--- src/rtl/mpt_pkg.sv ---
// ----------------------------------------------------------------------------
// mpt_pkg
// Shared codes, widths and pattern constants of the memory pattern test engine.
// ----------------------------------------------------------------------------
package mpt_pkg;

   // field widths
   localparam int IdxW   = 22;
   localparam int DataW  = 32;
   localparam int CountW = 23;
   localparam int CsrIdxW = 1;

   // input operation codes
   localparam logic OP_START   = 1'b0;
   localparam logic OP_ADVANCE = 1'b1;

   // memory command codes
   localparam logic [1:0] CMD_NONE  = 2'd0;
   localparam logic [1:0] CMD_WRITE = 2'd1;
   localparam logic [1:0] CMD_READ  = 2'd2;

   // pattern codes
   localparam logic [1:0] PAT_ONES  = 2'd0;
   localparam logic [1:0] PAT_ZEROS = 2'd1;
   localparam logic [1:0] PAT_CHK   = 2'd2;
   localparam logic [1:0] PAT_ADDR  = 2'd3;

   // configuration register indexes
   localparam logic [CsrIdxW-1:0] CSR_BASE_ADDRESS = 1'b0;
   localparam logic [CsrIdxW-1:0] CSR_WORD_COUNT   = 1'b1;

   // pattern words
   localparam logic [DataW-1:0] WORD_ONES     = 32'hFFFF_FFFF;
   localparam logic [DataW-1:0] WORD_ZEROS    = 32'h0000_0000;
   localparam logic [DataW-1:0] WORD_CHK_EVEN = 32'hAAAA_AAAA;
   localparam logic [DataW-1:0] WORD_CHK_ODD  = 32'h5555_5555;

   // allowed base address window
   localparam logic [DataW-1:0] WIN_LOW  = 32'hC000_0000;
   localparam logic [DataW-1:0] WIN_SIZE = 32'h0100_0000;
   localparam logic [DataW-1:0] WIN_END  = WIN_LOW + WIN_SIZE;

   // configuration reset values
   localparam logic [DataW-1:0]  BASE_RESET  = 32'hC000_0000;
   localparam logic [CountW-1:0] COUNT_RESET = 23'd2097152;

endpackage

--- src/rtl/memory_pattern_test_engine.sv ---
// ----------------------------------------------------------------------------
// memory_pattern_test_engine
// Memory self-test sequencer: ones, zeros, checkerboard and address patterns.
// ----------------------------------------------------------------------------
// Usage:
//   req_* carries one transaction per step: op start (check base window and
//   restart) or op advance (carry the word read on the previous step). Each
//   accepted transaction yields exactly one rsp_* transaction holding the
//   memory command to issue (write, read or none) with its word index and
//   write data, and the test status: busy, done, failed, fail index/pattern.
//   csr_* writes base_address (index 0) or word_count (index 1).
// Timing:
//   The response goes valid in the cycle after request acceptance. The next
//   state of the sequencer and the response are formed in one combinational
//   pass over the state registers, so one transaction is taken every cycle
//   unless the response stalls. A stalled response is held in the output
//   register; req_ready drops only while it is full and rsp_ready is low.
// Reset:
//   The sequencer returns to idle with no pending read and a clear fail
//   record; the configuration registers return to their default values.
// ----------------------------------------------------------------------------
module memory_pattern_test_engine #(
   parameter int MAX_WORDS = 4194304
) (
   input  logic                          clock,
   input  logic                          reset,
   // request channel
   input  logic                          req_valid,
   output logic                          req_ready,
   input  logic                          req_op,
   input  logic [mpt_pkg::DataW-1:0]     req_read_data,
   // response channel
   output logic                          rsp_valid,
   input  logic                          rsp_ready,
   output logic [1:0]                    rsp_mem_cmd,
   output logic [mpt_pkg::IdxW-1:0]      rsp_word_index,
   output logic [mpt_pkg::DataW-1:0]     rsp_write_data,
   output logic                          rsp_busy_res,
   output logic                          rsp_done_res,
   output logic                          rsp_failed,
   output logic [mpt_pkg::IdxW-1:0]      rsp_fail_index,
   output logic [1:0]                    rsp_fail_pattern,
   // configuration port
   input  logic                          csr_we,
   input  logic [mpt_pkg::CsrIdxW-1:0]   csr_index,
   input  logic [mpt_pkg::DataW-1:0]     csr_wdata
);

   localparam int CntW = (MAX_WORDS > 2) ? $clog2(MAX_WORDS) : 1;
   localparam int EffW = (CntW + 1 > mpt_pkg::CountW) ? CntW + 1 : mpt_pkg::CountW;
   localparam logic [EffW-1:0] MaxEff = EffW'(MAX_WORDS);

   typedef enum logic [3:0] {
      PH_IDLE    = 4'd0,
      PH_W_ONES  = 4'd1,
      PH_R_ONES  = 4'd2,
      PH_W_ZEROS = 4'd3,
      PH_R_ZEROS = 4'd4,
      PH_W_CHK   = 4'd5,
      PH_R_CHK   = 4'd6,
      PH_W_ADDR  = 4'd7,
      PH_R_ADDR  = 4'd8,
      PH_DRAIN   = 4'd9,
      PH_DONE    = 4'd10
   } phase_type;

   // configuration
   logic [mpt_pkg::DataW-1:0]  base_address_ff;
   logic [mpt_pkg::CountW-1:0] word_count_ff;

   // sequencer state
   phase_type                  phase_ff, phase_in;
   logic [CntW-1:0]            word_counter_ff, word_counter_in;
   logic                       read_outstanding_ff, read_outstanding_in;
   logic [mpt_pkg::DataW-1:0]  expected_word_ff, expected_word_in;
   logic [CntW-1:0]            check_index_ff, check_index_in;
   logic                       fail_flag_ff, fail_flag_in;
   logic [mpt_pkg::IdxW-1:0]   fail_idx_ff, fail_idx_in;
   logic [1:0]                 fail_pat_ff, fail_pat_in;

   // response register
   logic                       rsp_valid_ff;
   logic [1:0]                 mem_cmd_ff, mem_cmd_in;
   logic [mpt_pkg::IdxW-1:0]   word_index_ff, word_index_in;
   logic [mpt_pkg::DataW-1:0]  write_data_ff, write_data_in;
   logic                       busy_ff, done_ff;
   logic                       failed_ff;
   logic [mpt_pkg::IdxW-1:0]   fail_index_ff;
   logic [1:0]                 fail_pattern_ff;

   // datapath helpers
   logic                       req_accept;
   logic                       running;
   logic                       window_ok;
   logic [EffW-1:0]            counter_ext, check_ext, count_ext, eff_count, counter_inc;
   logic [3:0]                 phase_m1, phase_m2;
   logic [1:0]                 pat_cur, pat_prev;
   logic [mpt_pkg::DataW-1:0]  pattern_w, addr_w;

   assign req_accept = req_valid && req_ready;
   assign req_ready  = !rsp_valid_ff || rsp_ready;
   assign running    = (phase_ff != PH_IDLE) && (phase_ff != PH_DONE);
   assign window_ok  = (base_address_ff >= mpt_pkg::WIN_LOW) &&
                       (base_address_ff < mpt_pkg::WIN_END);

   assign counter_ext = EffW'(word_counter_ff);
   assign check_ext   = EffW'(check_index_ff);
   assign count_ext   = EffW'(word_count_ff);
   assign eff_count   = (count_ext == '0) ? EffW'(1) :
                        ((count_ext > MaxEff) ? MaxEff : count_ext);
   assign counter_inc = counter_ext + EffW'(1);

   // pattern of the current phase and of the read phase just before it
   assign phase_m1 = phase_ff - 4'd1;
   assign phase_m2 = phase_ff - 4'd2;
   assign pat_cur  = phase_m1[2:1];
   assign pat_prev = (word_counter_ff != '0) ? pat_cur :
                     ((phase_ff == PH_DRAIN) ? mpt_pkg::PAT_ADDR : phase_m2[2:1]);

   assign addr_w = base_address_ff + (32'(counter_ext) << 2);

   always_comb begin
      unique case (pat_cur)
         mpt_pkg::PAT_ONES:  pattern_w = mpt_pkg::WORD_ONES;
         mpt_pkg::PAT_ZEROS: pattern_w = mpt_pkg::WORD_ZEROS;
         mpt_pkg::PAT_CHK:   pattern_w = word_counter_ff[0] ? mpt_pkg::WORD_CHK_ODD
                                                             : mpt_pkg::WORD_CHK_EVEN;
         mpt_pkg::PAT_ADDR:  pattern_w = addr_w;
      endcase
   end

   always_comb begin
      phase_in            = phase_ff;
      word_counter_in     = word_counter_ff;
      read_outstanding_in = read_outstanding_ff;
      expected_word_in    = expected_word_ff;
      check_index_in      = check_index_ff;
      fail_flag_in        = fail_flag_ff;
      fail_idx_in         = fail_idx_ff;
      fail_pat_in         = fail_pat_ff;
      mem_cmd_in          = mpt_pkg::CMD_NONE;
      word_index_in       = '0;
      write_data_in       = '0;

      if (req_op == mpt_pkg::OP_START) begin
         // restart, drop any pending read
         read_outstanding_in = 1'b0;
         word_counter_in     = '0;
         expected_word_in    = '0;
         check_index_in      = '0;
         fail_idx_in         = '0;
         fail_pat_in         = mpt_pkg::PAT_ONES;
         fail_flag_in        = !window_ok;
         phase_in            = window_ok ? PH_W_ONES : PH_DONE;
      end else if (running) begin
         read_outstanding_in = 1'b0;
         if (read_outstanding_ff && (req_read_data != expected_word_ff)) begin
            fail_flag_in = 1'b1;
            fail_idx_in  = check_ext[mpt_pkg::IdxW-1:0];
            fail_pat_in  = pat_prev;
            phase_in     = PH_DONE;
         end else if (phase_ff == PH_DRAIN) begin
            phase_in = PH_DONE;
         end else begin
            word_index_in = counter_ext[mpt_pkg::IdxW-1:0];
            if (phase_ff[0]) begin
               mem_cmd_in    = mpt_pkg::CMD_WRITE;
               write_data_in = pattern_w;
            end else begin
               mem_cmd_in          = mpt_pkg::CMD_READ;
               read_outstanding_in = 1'b1;
               expected_word_in    = pattern_w;
               check_index_in      = word_counter_ff;
            end
            // wrap the counter at the end of the region and advance the phase
            if (counter_inc >= eff_count) begin
               word_counter_in = '0;
               phase_in        = phase_type'(phase_ff + 4'd1);
            end else begin
               word_counter_in = counter_inc[CntW-1:0];
            end
         end
      end
   end

   always_ff @(posedge clock) begin
      if (reset) begin
         base_address_ff     <= mpt_pkg::BASE_RESET;
         word_count_ff       <= mpt_pkg::COUNT_RESET;
         phase_ff            <= PH_IDLE;
         word_counter_ff     <= '0;
         read_outstanding_ff <= 1'b0;
         expected_word_ff    <= '0;
         check_index_ff      <= '0;
         fail_flag_ff        <= 1'b0;
         fail_idx_ff         <= '0;
         fail_pat_ff         <= mpt_pkg::PAT_ONES;
         rsp_valid_ff        <= 1'b0;
      end else begin
         if (csr_we) begin
            unique case (csr_index)
               mpt_pkg::CSR_BASE_ADDRESS: base_address_ff <= csr_wdata;
               mpt_pkg::CSR_WORD_COUNT:   word_count_ff <= csr_wdata[mpt_pkg::CountW-1:0];
            endcase
         end
         if (req_accept) begin
            phase_ff            <= phase_in;
            word_counter_ff     <= word_counter_in;
            read_outstanding_ff <= read_outstanding_in;
            expected_word_ff    <= expected_word_in;
            check_index_ff      <= check_index_in;
            fail_flag_ff        <= fail_flag_in;
            fail_idx_ff         <= fail_idx_in;
            fail_pat_ff         <= fail_pat_in;
            rsp_valid_ff        <= 1'b1;
         end else if (rsp_ready) begin
            rsp_valid_ff <= 1'b0;
         end
      end
      // response payload, no reset needed
      if (req_accept) begin
         mem_cmd_ff      <= mem_cmd_in;
         word_index_ff   <= word_index_in;
         write_data_ff   <= write_data_in;
         busy_ff         <= (phase_in != PH_IDLE) && (phase_in != PH_DONE);
         done_ff         <= (phase_in == PH_DONE);
         failed_ff       <= fail_flag_in;
         fail_index_ff   <= fail_flag_in ? fail_idx_in : '0;
         fail_pattern_ff <= fail_flag_in ? fail_pat_in : mpt_pkg::PAT_ONES;
      end
   end

   assign rsp_valid        = rsp_valid_ff;
   assign rsp_mem_cmd      = mem_cmd_ff;
   assign rsp_word_index   = word_index_ff;
   assign rsp_write_data   = write_data_ff;
   assign rsp_busy_res     = busy_ff;
   assign rsp_done_res     = done_ff;
   assign rsp_failed       = failed_ff;
   assign rsp_fail_index   = fail_index_ff;
   assign rsp_fail_pattern = fail_pattern_ff;

`ifndef NO_ASSERTIONS
   // a memory command only goes out while the test is running
   a_cmd_only_busy: assert property (@(posedge clock) disable iff (reset)
      rsp_valid_ff && (mem_cmd_ff != mpt_pkg::CMD_NONE) |-> busy_ff && !done_ff)
      else $error("memory command issued outside a running test");

   // write data is zero unless the command is a write
   a_wdata_zero: assert property (@(posedge clock) disable iff (reset)
      rsp_valid_ff && (mem_cmd_ff != mpt_pkg::CMD_WRITE) |-> (write_data_ff == '0))
      else $error("write data set on a non-write command");

   // a pending read exists only inside a running test
   a_read_pending: assert property (@(posedge clock) disable iff (reset)
      read_outstanding_ff |-> running)
      else $error("read pending while idle or done");

   // a recorded failure always ends the test
   a_fail_done: assert property (@(posedge clock) disable iff (reset)
      fail_flag_ff |-> (phase_ff == PH_DONE))
      else $error("failure recorded while test still running");

   // a read response sets up a pending compare for the next step
   a_read_sets_pending: assert property (@(posedge clock) disable iff (reset)
      req_accept && (mem_cmd_in == mpt_pkg::CMD_READ) |=> read_outstanding_ff)
      else $error("read issued without a pending compare");
`endif

endmodule

--- config.mk ---
export PLATFORM = sky130hd
export DESIGN_NAME = memory_pattern_test_engine
export DESIGN_NICKNAME = d
export VERILOG_FILES = /design/src/rtl/mpt_pkg.sv /design/src/rtl/memory_pattern_test_engine.sv
export SDC_FILE = /design/constraint.sdc
export NUM_CORES = 1
export LEC_CHECK = 0
export ABC_CLOCK_PERIOD_IN_PS = 5450
export BUFFER_PORTS_ARGS = -buffer_cell sky130_fd_sc_hd__buf_2
export CAP_MARGIN = 0
export CORE_MARGIN = 2
export CORE_UTILIZATION = 25
export CTS_CLUSTER_DIAMETER = 150
export DETAILED_ROUTE_END_ITERATION = 10
export PLACE_DENSITY_LB_ADDON = 0.25
export SLEW_MARGIN = 40
export SYNTH_ARGS = -nofsm -noshare
export SYNTH_HDL_FRONTEND = slang
export SYNTH_SLANG_ARGS = --single-unit
--- constraint.sdc ---
create_clock -name clock -period 5.45 [get_ports clock]
set_clock_uncertainty 0.2 [all_clocks]
set_input_delay 1.09 -clock clock [delete_from_list [all_inputs] [get_ports clock]]
set_output_delay 1.09 -clock clock [all_outputs]
set_load 0.02 [all_outputs]
Word level (Yosys, flattened, before mapping) --
Cells that the tools add are included.
Word-level totals: logic and storage cells 109, input port bits 71, register bits after elaboration 245
Cells by class: order comparisons 4, add/sub/neg operators 5, reductions and logical operators 21, mux-type cells 44, bitwise gates (word level) 4, eq/ne operators 12
Operators with widths (number):
- 22-bit two-way mux | 13
- 32-bit two-way mux | 6
- 32-bit one-hot mux with 4 select lines | 1
- 23-bit two-way mux | 2
- 32-bit by 24-bit adder with 32-bit output | 1
- 32-bit greater-or-equal comparator, second input constant | 1
- 32-bit < comparator, second input constant | 1
- 32-bit inequality test | 1
- 4-bit two-way mux | 6
- 22-bit by 1-bit adder with 23-bit output, second input constant | 1
- 23-bit greater-or-equal comparator | 1
- 23-bit greater-than comparator, second input constant | 1
- 23-bit logical NOT | 1
- 22-bit nonzero test | 1
- 2-bit two-way mux | 6
- 1-bit two-way mux | 10
- 4-bit == test, second input constant | 2
- 4-bit inequality test, second input constant | 2
- 4-bit nonzero test | 2
- 2-bit inequality test, second input constant | 3
- 2-bit AND reduction | 3
- 1-bit logical AND | 5
- 5-bit AND reduction | 1
- 5-bit OR reduction | 1
- other kinds (13) | 18

Depth between registers and ports, before layout --
Gate-level depths: netlist of the first run.
word-level depth 11, gate-level depth with buffers 17

Worst setup path before layout of the first run --
OpenSTA, ideal clock, no wires.
kind in2reg, start point input port rsp_ready, end point register word_counter_ff[17], path slack 0.433 ns, path buffers 1, arrival 4.746 ns, setup time 0.070 ns, required time 5.180 ns, stages 8, path through nand2b_1 nand2_1 inv_1 o21ai_1 a21o_1 clkbuf_1 or4_1 a21oi_1
Between the ends: cells in the longest elaborated chain, start to end 3
Ends and longest elaborated chain:
- start: declaration | line memory_pattern_test_engine.sv:34 | input logic rsp_ready,
- 1-bit logical OR | line memory_pattern_test_engine.sv:101 | assign req_ready = !rsp_valid_ff || rsp_ready;
- 1-bit logical AND | line memory_pattern_test_engine.sv:100 | assign req_accept = req_valid && req_ready;
- via req_accept | line memory_pattern_test_engine.sv:92 | logic req_accept;
- 4-bit AND reduction (no source line)
- end signal: assignment | line memory_pattern_test_engine.sv:208 | word_counter_ff <= word_counter_in;
- end: declaration | line memory_pattern_test_engine.sv:73 | logic [CntW-1:0] word_counter_ff, word_counter_in;
The timed path passes the listed nets, and every way through them passes these cells. A chain may end at the register's enable or synchronous reset.

Worst setup path after layout of the first run --
start point register word_counter_ff[0], end point register busy_ff (netlist: rsp_busy_res), data pin
Between the ends: cells in the longest elaborated chain, start to end 9, elaborated cells on any way between the ends 10, classes of those cells add/sub (1); order compare (1); eq/ne (1); mux (5); reduce/logical (2)
Ends and longest elaborated chain:
- 22-bit by 1-bit adder with 23-bit output * | line memory_pattern_test_engine.sv:111 | assign counter_inc = counter_ext + EffW'(1);
- 23-bit greater-or-equal comparator * | line memory_pattern_test_engine.sv:176 | if (counter_inc >= eff_count) begin
- 4-bit two-way mux * | line memory_pattern_test_engine.sv:176
- 4-bit two-way mux * | line memory_pattern_test_engine.sv:162 | end else if (phase_ff == PH_DRAIN) begin
- 4-bit two-way mux * | line memory_pattern_test_engine.sv:157 | if (read_outstanding_ff && (req_read_data != expected_word_ff)) begin
- 4-bit two-way mux * | line memory_pattern_test_engine.sv:155 | end else if (running) begin
- 4-bit two-way mux * | line memory_pattern_test_engine.sv:145 | if (req_op == mpt_pkg::OP_START) begin
- 4-bit inequality test / 4-bit nonzero test (equally long branches) | line memory_pattern_test_engine.sv:225 | busy_ff <= (phase_in != PH_IDLE) && (phase_in != PH_DONE);
- 1-bit logical AND * | line memory_pattern_test_engine.sv:225
- end signal: assignment | line memory_pattern_test_engine.sv:225
- end: declaration | line memory_pattern_test_engine.sv:86 | logic busy_ff, done_ff;
Mark *: on every way between the ends. The rest lies on a longest branch, timed or not.

==> results of run 1 <==
## worst max-delay path: cells and delay by family, from the launching register on
family / cells / cell delay, ps
AND/OR/NAND/NOR: 8 / 2160
XOR/XNOR: 1 / 90
AO/OA/AOI/OAI: 4 / 1190
flip-flops: 1 / 570
adder cells (fa/ha/maj): 2 / 640
## how the worst max path moves through the flow
stage,start,end,slack (ps),depth (start not counted)
floorplan,rsp_ready,word_counter_ff[17]$_SDFFE_PP0P_,430,8
global placement,word_counter_ff[0]$_SDFFE_PP0P_,rsp_done_res$_DFFE_PP_,580,16
detailed placement,word_counter_ff[0]$_SDFFE_PP0P_,rsp_busy_res$_DFFE_PP_,490,15
CTS,word_counter_ff[0]$_SDFFE_PP0P_,rsp_done_res$_DFFE_PP_,460,16
global route,word_counter_ff[0]$_SDFFE_PP0P_,rsp_busy_res$_DFFE_PP_,4,15
finish,word_counter_ff[0]$_SDFFE_PP0P_,rsp_busy_res$_DFFE_PP_,300,15
## per-layer routing
metal	share of wire, %	up-vias	GRT usage, %
li1	-	5301	-
met1	47	5180	22.3
met2	46	300	25.3
met3	5.7	39	2.14
met4	1.7	0	3.82
met5	0	-	0
## cells in the mapped netlist, types with 4 or more instances
library cell  instances
nand4_1              16
o31ai_1               7
a21o_1               15
and2_1               28
nand3b_1             12
and3_1               15
a211oi_1             12
nor4_1               12
nor3_1               16
or3_1                11
buf_2                 8
nor4b_1               5
a22oi_1              54
nor2_1              118
o21a_1                8
ha_1                 52
or3b_1                8
nand2_1             220
clkbuf_1             83
nor2b_1              11
xnor2_1              55
inv_1                26
a21oi_1             165
nand3_1              46
nand2b_1              7
mux2i_1               7
o21ai_0              49
a31oi_1              13
or4_1                12
edfxtp_1             83
dfxtp_1             162
o211ai_1              5
o21ai_1               4
or2_2                 4
o21bai_1              4
a2bb2oi_1             5
xor2_1               12
## cell families after synthesis
family / after synthesis / share of synthesized area, %
buf+inv: 119 / 3.69
xor+xnor: 67 / 4.72
mux: 8 / 0.655
fa+ha+maj: 54 / 5.48
flops: 245 / 46.2
compound gates: 371 / 18.3
simple gates: 550 / 21.0
## area by class of cell
cell class	count	area, um^2
Timing Repair Buffer	175	952
Inverter	27	103
Clock inverter	16	166
Fill cell	5205	34100
Multi-Input combinational cell	1050	6310
Clock buffer	36	762
Antenna cell	3	7.51
Sequential cell	245	5740
Tap cell	664	831
## sequential cells by signal (all words and copies together) (netlist names), 2 cells and up
| signal | cells |
|---|---|
| rsp_word_index | 22 |
| check_index_ff | 22 |
| rsp_fail_index | 22 |
| base_address_ff | 32 |
| fail_pat_ff | 2 |
| word_counter_ff | 22 |
| expected_word_ff | 32 |
| fail_idx_ff | 22 |
| rsp_fail_pattern | 2 |
| count_ext | 23 |
| rsp_mem_cmd | 2 |
| phase_ff | 4 |
| rsp_write_data | 32 |
## stage by stage
stage          cell area [um^2]  power, uW  hold slack [ps]
4_1_cts                   14800       4480              264
3_5_place_dp              13900       2560              253
2_1_floorplan             12400       2350              236
6_report                  14900       4430              261
3_3_place_gp              13900       2550              243
5_1_grt                   14900       4620              287
## power by group
part           switching [uW]  internal [uW]
clock network             775           1130
registers                46.4           1950
logic                     366            160
total                    1190           3240
==> metrics.yaml, run 1 <==
yosys:
  yosys_warnings: 0
  syn_area_um2: 12400
  ys_ff_latch: 245
  synth_area_leaders: "dfxtp_1, edfxtp_1, a21oi_1"
  syn-num-nets: 1538
  seq_area_frac_synth_pct: 46.2
  avgSynthCellArea_um2: 8.79
  ys_async_sr_fraction_pct: 0
  synth-edff-count: 83
  yosys.area.top_type: "dfxtp_1"
  synth_top_area_share_pct: 26.1
  ys.flop_type: "dfxtp_1"
  synth_cells: 1414
  synth_cell_types: 67
setup_path:
  crit_path_end_kind: "flop"
  worstPathRequired_ps: 5520
  crit_top_cell: "ha_1"
  crit_slowest_cell: "o21ai_0"
  crit_path_cell_trace: "ha_1, nand3_1, nor3_2, nand2_1, nor2_1, and3_1, xor2_1, ha_1, nand4_1, nand2b_1, o21ai_0, o211ai_1, or4_1, a31oi_1, o21ai_1"
  crit_fanout: 12
  critPathArrivalTime_ps: 5230
  r2r-end: "rsp_busy_res$_DFFE_PP_"
  start_kind: "flop"
  reg2reg_depth: 15
  r2r_start: "word_counter_ff[0]$_SDFFE_PP0P_"
  reg2reg_slack_ps: 300
  critPathMaxStageDelay_ps: 660
  worst-setup-path-type: "reg -> reg"
hold_path:
  hp-class: "reg -> reg"
  min_from: "fail_pat_ff[0]$_SDFFE_PP0P_"
  holdPathStages: 2
  holdPathEnd: "fail_pat_ff[0]$_SDFFE_PP0P_"
place:
  post-place-ws_ps: 491
  io_buffers: 155
  hpwl_um: 30300
  placed_cells: 2160
  gp_congestion: 0.863
floorplan:
  core_area_um2: 49000
  die_y_um: 227
  num_rows: 81
  die_area_um2: 51500
  io-pin-count: 156
  start_util_pct: 25.4
  dieWidth_um: 227
clocking:
  cts_resized: 0
  htreeDepth: 1
  clkSlewWorstSetupHoldPaths_ps: 70
  cts_buffer_depth: 3
  clock-sinks: 245
  post_cts_buffers: 0
  root_buffer: "clkbuf_16"
  ctsHoldBuffers: 0
  cts_buffers: 28
  cts_tree: "built"
  worstSkewPairLatency_ps: 560
sta:
  grt_setup_unrepaired: "false"
  max_slew_margin_pct: 44.1
  fin_crit_sh_pct: 94.6
  finalSetupViolCount: 0
  fin_tns_setup_ps: 0
  maxSlewViolCount: 0
  hold_violations: 0
  finalCriticalPeriod_ps: 5150
  clock.fmax_mhz: 194
  tightest_slew_ps: 830
  setup_ws_ps: 296
run:
  drv_cap: 0
drt:
  num_vias: 10820
  dr.pass1.iters: 7
  vias_per_cell: 4.88
  antenna_left: 0
  drcViolationCount: 0
  drt-initial-drc-count: 959
  post_drt_wl_per_cell_um: 18.6
  wl_um: 41200
finish:
  final_common_cell: "nand2_1"
  fin_util_pct: 30.4
  final_nets: 1651
  final_cell_mix: "nand2_1, a21oi_1, dfxtp_1"
  synthToLayoutAreaGrowth_pct: 19.6
  fin_cells: 2216
  drive_gt1_share_pct: 16.1
global_routing:
  grt_util_all_layers_pct: 15.8
  grt_overflow: 0
  grt_pass1_vias: 10417
  antenna_found_initial: 3
  grt_pass1_wl_um: 62600
  grt_max_degree: 100
pwr:
  peakVddDrop_mv: 0.219
  p_leak_uw: 0.00557
  power_density_nw_per_um2: 298
outcome:
  status: "finished clean"
Power figures use the tool's default switching activity.
==> run 2, diff against run 1 <==
--- a/config.mk
+++ b/config.mk
@@ -6,7 +6,7 @@
 export NUM_CORES = 1
 export LEC_CHECK = 0
 export ABC_CLOCK_PERIOD_IN_PS = 5450
-export BUFFER_PORTS_ARGS = -buffer_cell sky130_fd_sc_hd__buf_2
+export BUFFER_PORTS_ARGS = -buffer_cell sky130_fd_sc_hd__clkbuf_2
 export CAP_MARGIN = 0
 export CORE_MARGIN = 2
 export CORE_UTILIZATION = 25
==> run 2 against run 1 <==
Compared with the run above:
- sequential power about the same
- global-route usage down 0.16 points
- die area unchanged
- combinational power down 0.8%
- total power down 1.8%
- critical path type unchanged
- critical endpoint is now rsp_done_res$_DFFE_PP_
- highest routed layer unchanged
==> metrics.yaml, run 2 (synthesized netlist as in run 1, its figures left out) <==
setup_path:
  critPathMaxStageDelay_ps: 550
  crit_fanout: 12
  crit_path_end_kind: "flop"
  worst-setup-path-type: "reg -> reg"
  r2r_start: "word_counter_ff[0]$_SDFFE_PP0P_"
  worstPathRequired_ps: 5540
  critPathArrivalTime_ps: 5130
  crit_slowest_cell: "dfxtp_1"
  start_kind: "flop"
  path_depth: 16
  crit_path_cell_trace: "ha_1, nand3_1, nor3_4, nand2_1, nor2_1, and3_1, xor2_1, ha_1, a21o_1, a21o_1, a21oi_1, o21ai_0, o211ai_1, mux2_2, o211a_1, o21a_1"
  crit_start: "word_counter_ff[0]$_SDFFE_PP0P_"
  cp.buffers_inverters: 0
  reg2reg_depth: 16
  critPathTopFamily: "compound AO/OA/AOI/OAI gates"
finish:
  regArea_um2: 5740
  final_nets: 1652
  fillers: 5139
  drive_gt1_share_pct: 15.9
  synthToLayoutAreaGrowth_pct: 19.3
  final_common_cell: "nand2_1"
  multiInputGateArea_um2: 6320
  final_cell_mix: "nand2_1, a21oi_1, dfxtp_1"
run:
  drv_cap: 0
hold_path:
  holdPathStages: 2
  min_from: "fail_pat_ff[0]$_SDFFE_PP0P_"
  hp-class: "reg -> reg"
global_routing:
  grt_util_all_layers_pct: 15.6
  grt_overflow: 0
  grt_max_degree: 110
  grt_pass1_vias: 10156
  antenna_found_initial: 2
  grt_pass1_wl_um: 61900
clocking:
  root_buffer: "clkbuf_16"
  worstSkewPairLatency_ps: 570
  cts_tree: "built"
  cts_buffers: 28
  clock-sinks: 245
  cts_buffer_depth: 3
  clkSlewWorstSetupHoldPaths_ps: 60
  htreeDepth: 1
sta:
  finalCriticalPeriod_ps: 5040
  holdWs_ps: 263
  fin_crit_sh_pct: 92.5
  grt_setup_unrepaired: "false"
  clock.fmax_mhz: 198
  fin_tns_setup_ps: 0
  hold_violations: 0
  finalSetupViolCount: 0
  max_slew_margin_pct: 38.5
  tightest_slew_ps: 917
  maxSlewViolCount: 0
pwr:
  peakVddDrop_mv: 0.233
  p_leak_uw: 0.00559
  internal_power_uw: 3170
  switchingPower_uw: 1170
  seqPwrFrac_pct: 45.9
  comb_power_share_pct: 12.0
  pwr-share-clk_pct: 42.1
  switching_share_pct: 27.0
  power_density_nw_per_um2: 293
drt:
  vias_per_cell: 4.86
  wl_um: 41000
  drcViolationCount: 0
  dr.pass1.iters: 5
  num_vias: 10775
  antenna_left: 0
  drt-initial-drc-count: 916
  post_drt_wl_per_cell_um: 18.5
outcome:
  status: "finished clean"
place:
  io_buffers: 155
  gp_congestion: 0.848
  hpwl_um: 30600
floorplan:
  dieWidth_um: 227
  core_area_um2: 49000
  start_util_pct: 25.4
  die_area_um2: 51500
  io-pin-count: 156
  num_rows: 81
  die_y_um: 227
==> run 2: layout make-up <==
cell class | count | share of cell area, %
flip-flops and latches | 245 | 38.7
multi-input cells | 1050 | 42.6
inverters | 27 | 0.692
clock inverters | 15 | 0.852
diodes | 1 | 0.0169
repair buffers | 176 | 6.42
well taps | 664 | 5.60
clock buffers | 37 | 5.10
==> run 2: final timing paths <==
path                                                    end  slack [ps]
worst max-delay path                 rsp_done_res$_DFFE_PP_         410
worst max register to register       rsp_done_res$_DFFE_PP_         410
worst min-delay path            fail_pat_ff[0]$_SDFFE_PP0P_         260
worst min register to register  fail_pat_ff[0]$_SDFFE_PP0P_         260
==> run 2: worst min-delay path, stage by stage, from the launching register on <==
cell,delay (ps)
dfxtp_1,310
nand2_1,50
a21oi_1,50
==> run 2: metal layers <==
layer,vias to the layer above,track usage [%],part of all wire [%]
li1,5291,-,-
met1,5200,22.2,47
met2,246,24.8,46
met3,38,2.47,5.4
met4,0,3.71,1.6
met5,-,0,0
==> run 2: timing repair <==
action	CTS	global route
hold buffers	0	0
buffers inserted	0	0
endpoints found under the setup margin	0	1
resized for setup	0	2
==> run 2: power groups by stage <==
stage               combinational [uW]  clock [uW]  sequential [uW]
finish                             522        1830             2000
global route                       572        1950             2000
CTS                                522        1880             2000
detailed placement                 520           0             2040
global placement                   515           0             2040
floorplan                          289           0             2060
==> run 2: stage by stage <==
step	instance area (um^2)	utilization [%]	setup WS, ps	total power (uW)	cells
5_1_grt	14800	30.3	85.1	4520	2214
3_3_place_gp	13900	28.4	599	2550	2162
4_1_cts	14800	30.2	460	4400	2214
2_1_floorplan	12400	-	433	2350	1414
3_5_place_dp	13900	28.4	531	2560	2162
6_report	14800	30.3	411	4350	2215
==> run 3, diff against run 2 <==
--- a/config.mk
+++ b/config.mk
@@ -5,7 +5,7 @@
 export SDC_FILE = /design/constraint.sdc
 export NUM_CORES = 1
 export LEC_CHECK = 0
-export ABC_CLOCK_PERIOD_IN_PS = 5450
+export ABC_CLOCK_PERIOD_IN_PS = 5700
 export BUFFER_PORTS_ARGS = -buffer_cell sky130_fd_sc_hd__clkbuf_2
 export CAP_MARGIN = 0
 export CORE_MARGIN = 2
==> constraint.sdc (replaced) <==
create_clock -name clock -period 5.7 [get_ports clock]
set_clock_uncertainty 0.2 [all_clocks]
set_input_delay 1.14 -clock clock [delete_from_list [all_inputs] [get_ports clock]]
set_output_delay 1.14 -clock clock [all_outputs]
set_load 0.02 [all_outputs]
==> run 3 against run 2 <==
Compared with the run above:
- via count grew 0.23%
- flip-flop and latch count is the same
- critical path depth is the same
- wire length shrank 0.45%
- register-to-register slack gained 260 ps
- utilization grew 0.11 points
- die area is the same
- global-route usage is essentially flat
- largest power group is now clock
- largest cell class unchanged
- critical endpoint unchanged
- sequential power shrank 5%
- first-iteration DRC count shrank 2.4%
- total power shrank 0.41%
- critical path type unchanged
==> metrics.yaml, run 3 (synthesized netlist as in run 1, its figures left out) <==
outcome:
  status: "finished clean"
hold_path:
  holdPathStages: 2
  hp-class: "reg -> reg"
setup_path:
  r2r-end: "rsp_done_res$_DFFE_PP_"
  crit_fanout: 12
  reg2reg_depth: 16
  critPathMaxStageDelay_ps: 600
  crit_path_cell_trace: "ha_1, nand3_1, nor3_2, nand2_1, nor2_1, and3_1, xor2_1, ha_1, a21o_1, a21o_1, a21oi_1, o21ai_0, o41ai_1, a221oi_1, o211a_1, o21a_1"
  r2r_start: "word_counter_ff[0]$_SDFFE_PP0P_"
  worst-setup-path-type: "reg -> reg"
  reg2reg_slack_ps: 670
  crit_slowest_cell: "o41ai_1"
  worstPathRequired_ps: 5800
  endpoint: "rsp_done_res$_DFFE_PP_"
  crit_start: "word_counter_ff[0]$_SDFFE_PP0P_"
  critPathArrivalTime_ps: 5130
  crit_path_end_kind: "flop"
  start_kind: "flop"
sta:
  fin_crit_sh_pct: 88.2
  finalSetupViolCount: 0
  tightest_slew_ps: 791
  finalCriticalPeriod_ps: 5030
  clock.fmax_mhz: 199
  maxSlewViolCount: 0
  hold_violations: 0
  fin_tns_setup_ps: 0
  grt_setup_unrepaired: "false"
  max_slew_margin_pct: 46.9
clocking:
  root_buffer: "clkbuf_16"
  cts_resized: 0
  ctsHoldBuffers: 0
  post_cts_buffers: 0
  cts_buffers: 28
  htreeDepth: 1
  cts_buffer_depth: 3
  clkSlewWorstSetupHoldPaths_ps: 70
  cts_tree: "built"
  clock-sinks: 245
  worstSkewPairLatency_ps: 560
pwr:
  total_power_uw: 4330
  p_leak_uw: 0.00559
  peakVddDrop_mv: 0.200
  power_density_nw_per_um2: 291
floorplan:
  num_rows: 81
  die_y_um: 227
  start_util_pct: 25.4
  dieWidth_um: 227
  core_area_um2: 49000
  io-pin-count: 156
  die_area_um2: 51500
global_routing:
  grt_pass1_wl_um: 62600
  grt_overflow: 0
  grt_max_degree: 120
  antenna_found_initial: 0
  grt_pass1_vias: 10321
  grt_util_all_layers_pct: 15.6
finish:
  synthToLayoutAreaGrowth_pct: 19.8
  final_cell_mix: "nand2_1, a21oi_1, dfxtp_1"
  final_nets: 1648
  drive_gt1_share_pct: 16.2
  final_common_cell: "nand2_1"
drt:
  drt-initial-drc-count: 894
  wl_um: 40800
  num_vias: 10800
  dr.pass1.iters: 5
  vias_per_cell: 4.88
  drcViolationCount: 0
  post_drt_wl_per_cell_um: 18.4
  antenna_left: 0
run:
  drv_cap: 0
place:
  gp_congestion: 0.854
  io_buffers: 155
  hpwl_um: 30200
run 3: cell types whose count changed in the layout (fill, tap and decap cells not counted), moves of 2 or more:
cell        change
bufinv_16       +3
clkinvlp_2      +2
clkbuf_1        -6
buf_4           -3
clkinv_1        -2
run 3: final cells by class:
class,count,area [um^2]
Timing Repair Buffer,172,918
Sequential cell,245,5740
Antenna cell,1,2.50
Multi-Input combinational cell,1050,6310
Inverter,27,103
Tap cell,664,831
Clock buffer,32,747
Clock inverter,20,236
Fill cell,5168,34100
run 3: power breakdown:
part	internal (uW)	switching [uW]	total [uW]	leakage (uW)
Sequential	1860	46.0	1910	0.00215
Clock	1170	761	1930	0.000473
Combinational	149	343	493	0.00297
Total	3180	1150	4330	0.00559
run 3: metal layers:
metal / routed length [um] / GRT usage, %
met5: 0 / 0
met4: 879 / 4.11
met3: 2300 / 2.17
met2: 18500 / 25.0
met1: 19100 / 22.1
run 3: stage by stage:
step                hold slack [ps]  cells  utilization (%)  worst slack [ps]  area (um^2)
global route                    281   2210             30.4               246        14900
CTS                             270   2210             30.4               731        14900
finish                          263   2211             30.4               672        14900
floorplan                       236   1414                -               633        12400
detailed placement              259   2158             28.4               782        13900
global placement                243   2158             28.3               872        13900
run 3: worst min-delay path by stage:
stage	from	to	slack, ps
floorplan	fail_pat_ff[0]$_SDFFE_PP0P_	fail_pat_ff[0]$_SDFFE_PP0P_	240
global placement	fail_pat_ff[0]$_SDFFE_PP0P_	fail_pat_ff[0]$_SDFFE_PP0P_	240
detailed placement	fail_pat_ff[0]$_SDFFE_PP0P_	fail_pat_ff[0]$_SDFFE_PP0P_	260
CTS	count_ext[6]$_SDFFE_PP0P_	count_ext[6]$_SDFFE_PP0P_	270
global route	count_ext[17]$_SDFFE_PP0P_	count_ext[17]$_SDFFE_PP0P_	280
finish	base_address_ff[20]$_SDFFE_PP0P_	base_address_ff[20]$_SDFFE_PP0P_	260
run 3: critical path, delay by kind of cell (launching register included):
kind | cells | cell delay, ps
AO/OA/AOI/OAI | 8 | 1940
AND/OR/NAND/NOR | 5 | 1270
adder cells (fa/ha/maj) | 2 | 580
flip-flops | 1 | 570
XOR/XNOR | 1 | 190
